$ cat src/rtl/core/plrf_pkg.sv
package plrf_pkg;

	localparam int unsigned COORD_W = 24;
	localparam int unsigned INTEN_W = 16;
	localparam int unsigned TIME_W = 63;
	localparam int unsigned INTERVAL_W = 32;
	localparam int unsigned RANGE_W = 48;
	localparam int unsigned CFG_IDX_W = 2;
	localparam int unsigned CFG_DATA_W = 48;

	localparam logic [TIME_W-1:0] TIME_MAX = {TIME_W{1'b1}};

	// register indexes of the configuration port
	localparam logic [CFG_IDX_W-1:0] REG_SPACING = 2'd0;
	localparam logic [CFG_IDX_W-1:0] REG_MIN_RANGE_SQ = 2'd1;
	localparam logic [CFG_IDX_W-1:0] REG_MAX_RANGE_SQ = 2'd2;
	localparam logic [CFG_IDX_W-1:0] REG_MIN_INTENSITY = 2'd3;

	localparam logic [INTERVAL_W-1:0] RST_SPACING = 32'd10000;
	localparam logic [RANGE_W-1:0] RST_MIN_RANGE_SQ = 48'd0;
	localparam logic [RANGE_W-1:0] RST_MAX_RANGE_SQ = 48'd211106232532992;
	localparam logic [INTEN_W-1:0] RST_MIN_INTENSITY = 16'd0;

	typedef struct packed {
		logic start_of_message;
		logic [TIME_W-1:0] message_stamp;
		logic signed [COORD_W-1:0] x_coord;
		logic signed [COORD_W-1:0] y_coord;
		logic signed [COORD_W-1:0] z_coord;
		logic [INTEN_W-1:0] intensity;
		logic end_of_message;
	} point_t;

	typedef struct packed {
		logic [TIME_W-1:0] point_time;
		logic later;
		logic advanced;
	} time_res_t;

endpackage

$ cat src/rtl/core/plrf_timestamp.sv
module plrf_timestamp (
	input logic clk,
	input logic arst_n,
	input logic step,
	input logic start_of_message,
	input logic [plrf_pkg::TIME_W-1:0] message_stamp,
	input logic end_of_message,
	input logic [plrf_pkg::INTERVAL_W-1:0] spacing,
	output plrf_pkg::time_res_t res
);

	logic [plrf_pkg::TIME_W-1:0] running_time_q;
	logic [plrf_pkg::TIME_W-1:0] head_time_q;
	logic [plrf_pkg::TIME_W:0] sum;
	logic [plrf_pkg::TIME_W-1:0] t;

	// running time never exceeds the top value, so a carry out means saturate
	assign sum = {1'b0, running_time_q} + {{(plrf_pkg::TIME_W + 1 - plrf_pkg::INTERVAL_W){1'b0}},
		spacing};

	always_comb begin
		if (start_of_message) begin
			t = message_stamp;
		end else if (sum[plrf_pkg::TIME_W]) begin
			t = plrf_pkg::TIME_MAX;
		end else begin
			t = sum[plrf_pkg::TIME_W-1:0];
		end
		res.point_time = t;
		res.later = t > head_time_q;
		res.advanced = end_of_message && (t > head_time_q);
	end

	always_ff @(posedge clk or negedge arst_n) begin
		if (!arst_n) begin
			running_time_q <= '0;
			head_time_q <= '0;
		end else if (step) begin
			running_time_q <= t;
			if (res.advanced) begin
				head_time_q <= t;
			end
		end
	end

endmodule

$ cat src/rtl/core/plrf_range.sv
module plrf_range (
	input logic signed [plrf_pkg::COORD_W-1:0] x_coord,
	input logic signed [plrf_pkg::COORD_W-1:0] y_coord,
	input logic signed [plrf_pkg::COORD_W-1:0] z_coord,
	input logic [plrf_pkg::RANGE_W-1:0] min_range_squared,
	input logic [plrf_pkg::RANGE_W-1:0] max_range_squared,
	output logic in_range
);

	logic [plrf_pkg::COORD_W-1:0] ax;
	logic [plrf_pkg::COORD_W-1:0] ay;
	logic [plrf_pkg::COORD_W-1:0] az;
	logic [plrf_pkg::RANGE_W-1:0] sx;
	logic [plrf_pkg::RANGE_W-1:0] sy;
	logic [plrf_pkg::RANGE_W-1:0] sz;
	logic [plrf_pkg::RANGE_W-1:0] d2;

	// magnitude of the most negative value still fits as unsigned
	assign ax = x_coord[plrf_pkg::COORD_W-1] ? (~x_coord + 1'b1) : x_coord;
	assign ay = y_coord[plrf_pkg::COORD_W-1] ? (~y_coord + 1'b1) : y_coord;
	assign az = z_coord[plrf_pkg::COORD_W-1] ? (~z_coord + 1'b1) : z_coord;

	assign sx = plrf_pkg::RANGE_W'(ax) * plrf_pkg::RANGE_W'(ax);
	assign sy = plrf_pkg::RANGE_W'(ay) * plrf_pkg::RANGE_W'(ay);
	assign sz = plrf_pkg::RANGE_W'(az) * plrf_pkg::RANGE_W'(az);

	// three squares of at most 2^46 each cannot overflow 48 bits
	assign d2 = sx + sy + sz;
	assign in_range = (d2 >= min_range_squared) && (d2 <= max_range_squared);

endmodule

$ cat src/rtl/core/lidar_point_range_filter.sv
// Lidar point filter: one point per request, one result per point, in order.
// A point is taken every cycle while the result side does not stall; its result
// is held first in the input register and then in the result register, from
// which it is offered. The cycle is set by the 63-bit time add with saturation
// and the head-time compare, alongside three 24-bit squarings and the range
// compares. Writes to the configuration registers belong to idle periods.
module lidar_point_range_filter (
	input logic clk,
	input logic arst_n,
	input logic cfg_write,
	input logic [plrf_pkg::CFG_IDX_W-1:0] cfg_index,
	input logic [plrf_pkg::CFG_DATA_W-1:0] cfg_data,
	input logic in_valid,
	output logic in_stall,
	input logic start_of_message,
	input logic [plrf_pkg::TIME_W-1:0] message_stamp,
	input logic signed [plrf_pkg::COORD_W-1:0] x_coord,
	input logic signed [plrf_pkg::COORD_W-1:0] y_coord,
	input logic signed [plrf_pkg::COORD_W-1:0] z_coord,
	input logic [plrf_pkg::INTEN_W-1:0] intensity,
	input logic end_of_message,
	output logic out_valid,
	input logic out_stall,
	output logic accepted,
	output logic [plrf_pkg::TIME_W-1:0] point_time,
	output logic signed [plrf_pkg::COORD_W-1:0] out_x,
	output logic signed [plrf_pkg::COORD_W-1:0] out_y,
	output logic signed [plrf_pkg::COORD_W-1:0] out_z,
	output logic [plrf_pkg::INTEN_W-1:0] out_intensity,
	output logic message_done,
	output logic head_advanced
);

	logic [plrf_pkg::INTERVAL_W-1:0] spacing_q;
	logic [plrf_pkg::RANGE_W-1:0] min_range_sq_q;
	logic [plrf_pkg::RANGE_W-1:0] max_range_sq_q;
	logic [plrf_pkg::INTEN_W-1:0] min_intensity_q;

	logic valid_s1;
	plrf_pkg::point_t point_s1;
	logic valid_s2;
	logic advance;
	logic step;
	logic in_range;
	logic ok;
	plrf_pkg::time_res_t tres;

	logic accepted_s2;
	logic [plrf_pkg::TIME_W-1:0] time_s2;
	logic signed [plrf_pkg::COORD_W-1:0] x_s2;
	logic signed [plrf_pkg::COORD_W-1:0] y_s2;
	logic signed [plrf_pkg::COORD_W-1:0] z_s2;
	logic [plrf_pkg::INTEN_W-1:0] inten_s2;
	logic done_s2;
	logic adv_s2;

	always_ff @(posedge clk or negedge arst_n) begin
		if (!arst_n) begin
			spacing_q <= plrf_pkg::RST_SPACING;
			min_range_sq_q <= plrf_pkg::RST_MIN_RANGE_SQ;
			max_range_sq_q <= plrf_pkg::RST_MAX_RANGE_SQ;
			min_intensity_q <= plrf_pkg::RST_MIN_INTENSITY;
		end else if (cfg_write) begin
			case (cfg_index)
				plrf_pkg::REG_SPACING: begin
					spacing_q <= cfg_data[plrf_pkg::INTERVAL_W-1:0];
				end
				plrf_pkg::REG_MIN_RANGE_SQ: begin
					min_range_sq_q <= cfg_data[plrf_pkg::RANGE_W-1:0];
				end
				plrf_pkg::REG_MAX_RANGE_SQ: begin
					max_range_sq_q <= cfg_data[plrf_pkg::RANGE_W-1:0];
				end
				plrf_pkg::REG_MIN_INTENSITY: begin
					min_intensity_q <= cfg_data[plrf_pkg::INTEN_W-1:0];
				end
				default: begin
				end
			endcase
		end
	end

	// the result register frees up when empty or when its result is taken
	assign advance = !valid_s2 || !out_stall;
	assign step = valid_s1 && advance;
	assign in_stall = valid_s1 && !advance;

	always_ff @(posedge clk or negedge arst_n) begin
		if (!arst_n) begin
			valid_s1 <= 1'b0;
			valid_s2 <= 1'b0;
		end else begin
			if (!in_stall) begin
				valid_s1 <= in_valid;
			end
			if (advance) begin
				valid_s2 <= valid_s1;
			end
		end
	end

	always_ff @(posedge clk) begin
		if (in_valid && !in_stall) begin
			point_s1.start_of_message <= start_of_message;
			point_s1.message_stamp <= message_stamp;
			point_s1.x_coord <= x_coord;
			point_s1.y_coord <= y_coord;
			point_s1.z_coord <= z_coord;
			point_s1.intensity <= intensity;
			point_s1.end_of_message <= end_of_message;
		end
	end

	plrf_timestamp u_timestamp (
		.clk(clk),
		.arst_n(arst_n),
		.step(step),
		.start_of_message(point_s1.start_of_message),
		.message_stamp(point_s1.message_stamp),
		.end_of_message(point_s1.end_of_message),
		.spacing(spacing_q),
		.res(tres)
	);

	plrf_range u_range (
		.x_coord(point_s1.x_coord),
		.y_coord(point_s1.y_coord),
		.z_coord(point_s1.z_coord),
		.min_range_squared(min_range_sq_q),
		.max_range_squared(max_range_sq_q),
		.in_range(in_range)
	);

	assign ok = (point_s1.x_coord != '0) && (point_s1.intensity >= min_intensity_q)
		&& tres.later && in_range;

	always_ff @(posedge clk) begin
		if (step) begin
			accepted_s2 <= ok;
			time_s2 <= tres.point_time;
			x_s2 <= point_s1.x_coord;
			y_s2 <= point_s1.y_coord;
			z_s2 <= point_s1.z_coord;
			inten_s2 <= point_s1.intensity;
			done_s2 <= point_s1.end_of_message;
			adv_s2 <= tres.advanced;
		end
	end

	assign out_valid = valid_s2;
	assign accepted = accepted_s2;
	assign point_time = time_s2;
	assign out_x = x_s2;
	assign out_y = y_s2;
	assign out_z = z_s2;
	assign out_intensity = inten_s2;
	assign message_done = done_s2;
	assign head_advanced = adv_s2;

endmodule

$ cat config.mk
export PLATFORM = sky130hd
export DESIGN_NAME = lidar_point_range_filter
export DESIGN_NICKNAME = d
export VERILOG_FILES = /design/src/rtl/core/plrf_pkg.sv /design/src/rtl/core/plrf_timestamp.sv /design/src/rtl/core/plrf_range.sv /design/src/rtl/core/lidar_point_range_filter.sv
export SDC_FILE = /design/constraint.sdc
export NUM_CORES = 2
export LEC_CHECK = 0
export CORE_ASPECT_RATIO = 1.75
export CORE_MARGIN = 2
export CORE_UTILIZATION = 40
export CTS_CLUSTER_SIZE = 12
export DETAILED_ROUTE_END_ITERATION = 12
export DONT_BUFFER_PORTS = 1
export PLACE_DENSITY = 0.62
export SYNTH_ARGS = -nofsm -noshare
export SYNTH_HDL_FRONTEND = slang
export SYNTH_SLANG_ARGS = --single-unit
export TNS_END_PERCENT = 10
$ cat constraint.sdc
create_clock -name clk -period 19.1 [get_ports clk]
set_input_delay 0.955 -clock clk [delete_from_list [all_inputs] [get_ports clk]]
set_output_delay 0.955 -clock clk [all_outputs]
set_load 0.005 [all_outputs]
==> run_results.csv <==
group,metric,value,unit
status,status,"finished with violations",
status,violations,"max-capacitance violations",
detailed_routing,drtIter0Drc,2686,
synth,synth_cells,7380,
finish,area_growth,7.391,%
synth,synth_top_cell_by_area,"fa_1",
synth,ys_async_sr_fraction,0.4698,
sta,slew_viol_final,0,
synth,netlist_area,76080,sq um
sta,setup_tns,0,ns
floorplanning,core_area,189000,sq um
grt,grt_pass1_wl,348700,um
clock_tree,cts_sinks,579,
critical_path,slowest_stage,"xor2_1",
detailed_routing,dr.pass1.iters,8,
critical_path,max_stage_delay,0.81,ns
critical_path,crit_fanout,21,
clock_tree,cts_made_buffers,61,
floorplanning,rows,211,
floorplanning,pin_count,364,
detailed_routing,drc,0,
floorplanning,die_h,580.9,um
sta,max_freq,66.09,MHz
grt,antenna_found_initial,13,
floorplanning,dieWidth,333.7,um
clock_tree,clockBufferDepth,3,
placed_design,dpl_cell_area,79570,sq um
critical_path,cp_data_arrival_time,15.64,ns
detailed_routing,detail-route-antenna-nets,0,
detailed_routing,routed_wl,225100,um
sta,setup_viol,0,
clock_tree,post_cts_buffers,0,
clock_tree,clk_latency,0.74,ns
synth,syn_area_per_cell,10.31,sq um
clock_tree,tritoncts,"built",
sta,holdWs,0.08698,ns
floorplanning,start_util,0.4025,
sta,skew,0.06710,ns
sta,worst_pin_slew,1.485,ns
synth,synth_area_leaders,"fa_1 (38%), edfxtp_1 (12%), ha_1 (11%)",
placed_design,hpwl,193000,um
sta,rsz0062_at_grt,"no",
clock_tree,clk_pin_slew_worst_paths,0.09,ns
sta,hold_viol,0,
grt,grt_pass1_vias,58090,
synth,yosys_warnings,0,
synth,ys_seq_area_frac,0.2108,
sta,finalCritPeriodShare,0.7922,
synth,synth_seq_cells,579,
detailed_routing,wl_per_cell,22.68,um
grt,grt_usage,0.2399,
placed_design,place_congestion,0.9942,
clock_tree,cts_htree_levels,2,
synth,yosysTopAreaCellShare,0.3831,
min_path,min-delay-path-class,"primary input to asynchronous set/reset pin",
detailed_routing,avgViaCountPerCell,5.110,
clock_tree,cts_root_buffer,"clkbuf_16",
grt,grt_overflow,0,
synth,ys.flop_type,"edfxtp_1",
synth,ys_types,84,
placed_design,port_buffers,0,
clock_tree,ctsResizeCount,0,
sta,fin_crit,15.13,ns
synth,synthTopCellsByCount,"inv_1 (2,084), fa_1 (1,456), ha_1 (669)",
sta,slew_headroom,0.0009094,
critical_path,required,19.61,ns
synth,synth_enable_flop_cells,307,
critical_path,critPathKind,"flip-flop to flip-flop",
finish,drive_gt1_frac,0.06210,
critical_path,end_kind,"flip-flop",
critical_path,crit_path_start_kind,"flip-flop",
detailed_routing,vias,50740,
finish,layout.nets,9754,
critical_path,crit_top_cell,"fa_1",
floorplanning,dieArea,193800,sq um
finish,final_cell_area,81700,sq um
synth,synth_most_common_cell,"inv_1",
job,cap_viol_max_count,1,
grt,grt_max_degree,225,
==> metal layers <==
metal | routed length (um) | global-route usage | share of wire | vias to the layer above
li1 | - | - | - | 22370
met1 | 78160 | 0.2564 | 0.35 | 26060
met2 | 117600 | 0.4392 | 0.52 | 1633
met3 | 10830 | 0.03336 | 0.048 | 670
met4 | 18500 | 0.1562 | 0.082 | 8
met5 | 49 | 0 | 0.00022 | -
==> registers in the layout, summed over array words and instances, names as in the netlist, 32 cells and up <==
name / cells
point_time: 63
min_range_sq_q: 48
point_s1: 153
spacing_q: 32
u_timestamp.running_time_q: 63
max_range_sq_q: 48
u_timestamp.head_time_q: 63
==> stage by stage <==
step	cells	worst slack, ns	utilization
3_5_place_dp	9805	4.036	0.4209
4_1_cts	9921	3.938	0.4321
6_report	9928	3.969	0.4322
3_3_place_gp	9805	4.216	0.4209
5_1_grt	9922	3.333	0.4321
2_1_floorplan	7431	6.219	-
==> cells in the final DEF (no fill, tap or decap), types with 12 or more instances in the layout <==
master	n
clkbuf_16	62
o21ai_0	111
nor4_1	15
or3_1	13
fa_1	1456
nand2_1	582
xnor2_1	111
a21oi_1	152
nand4_1	36
o22a_1	14
o21bai_1	15
a211oi_1	19
a2bb2oi_1	30
dfrtp_1	265
inv_2	29
and3_1	23
o31ai_1	15
buf_4	95
inv_1	2083
xor2_1	60
conb_1	53
clkinv_1	14
mux2_2	195
a21o_1	100
nor2b_1	29
nand3_1	35
a31oi_1	34
nor2_1	507
clkbuf_1	25
edfxtp_1	307
o21a_1	24
nor3_1	35
and2_1	12
nand2b_1	44
ha_1	669
==> final cells by class <==
class                           instances  area [sq um]
Fill cell                           18000        107300
Multi-Input combinational cell       4552         51730
Sequential cell                       579         16030
Inverter                             2129          8004
Tap cell                             2449          3064
Clock buffer                           93          1722
Timing Repair Buffer                   98         788.3
Clock inverter                         21         340.3
Antenna cell                            7         17.52
==> worst paths after layout <==
| check | startpoint | endpoint | slack (ns) | cells past startpoint |
|---|---|---|---|---|
| worst max-delay path | point_s1[65] | accepted | 3.97 | 44 |
| worst min-delay path | arst_n | spacing_q[8] | 0.09 | 0 |
| worst max register to register | point_s1[65] | accepted | 3.97 | 44 |
| worst min register to register | point_s1[10] | out_intensity[9] | 0.46 | 0 |
| max in group asynchronous | arst_n | min_range_sq_q[41] | 17.59 | 1 |
| min in group clk | z_coord[0] | point_s1[17] | 0.30 | 0 |
==> worst max-delay path: cells and delay by family, from the launching register on <==
family,cells,cell delay (ns)
fa+ha+maj,12,5.67
simple gates,14,3.99
compound gates,8,1.92
xor+xnor,2,1.01
flops,1,0.58
buf+inv,8,1.69
==> logic make-up (layout without fill, tap and decap cells) <==
kind of cell,Yosys count,in the layout,share of synthesized area
mux,202,202,0.02978
simple gates,1374,1374,0.07722
fa+ha+maj,2125,2125,0.4932
xor+xnor,189,189,0.02230
other cells,2,60,0.00009872
flops,579,579,0.2108
buf+inv,2300,2341,0.1138
compound gates,609,609,0.05283
==> what timing repair did <==
item	in CTS	in global routing
endpoints found under the hold margin	224	0
setup endpoints to repair	0	0
hold buffers	2	0
Power is not shown: default switching activity piles up to over one toggle a cycle in this logic, so the estimate is an artifact.
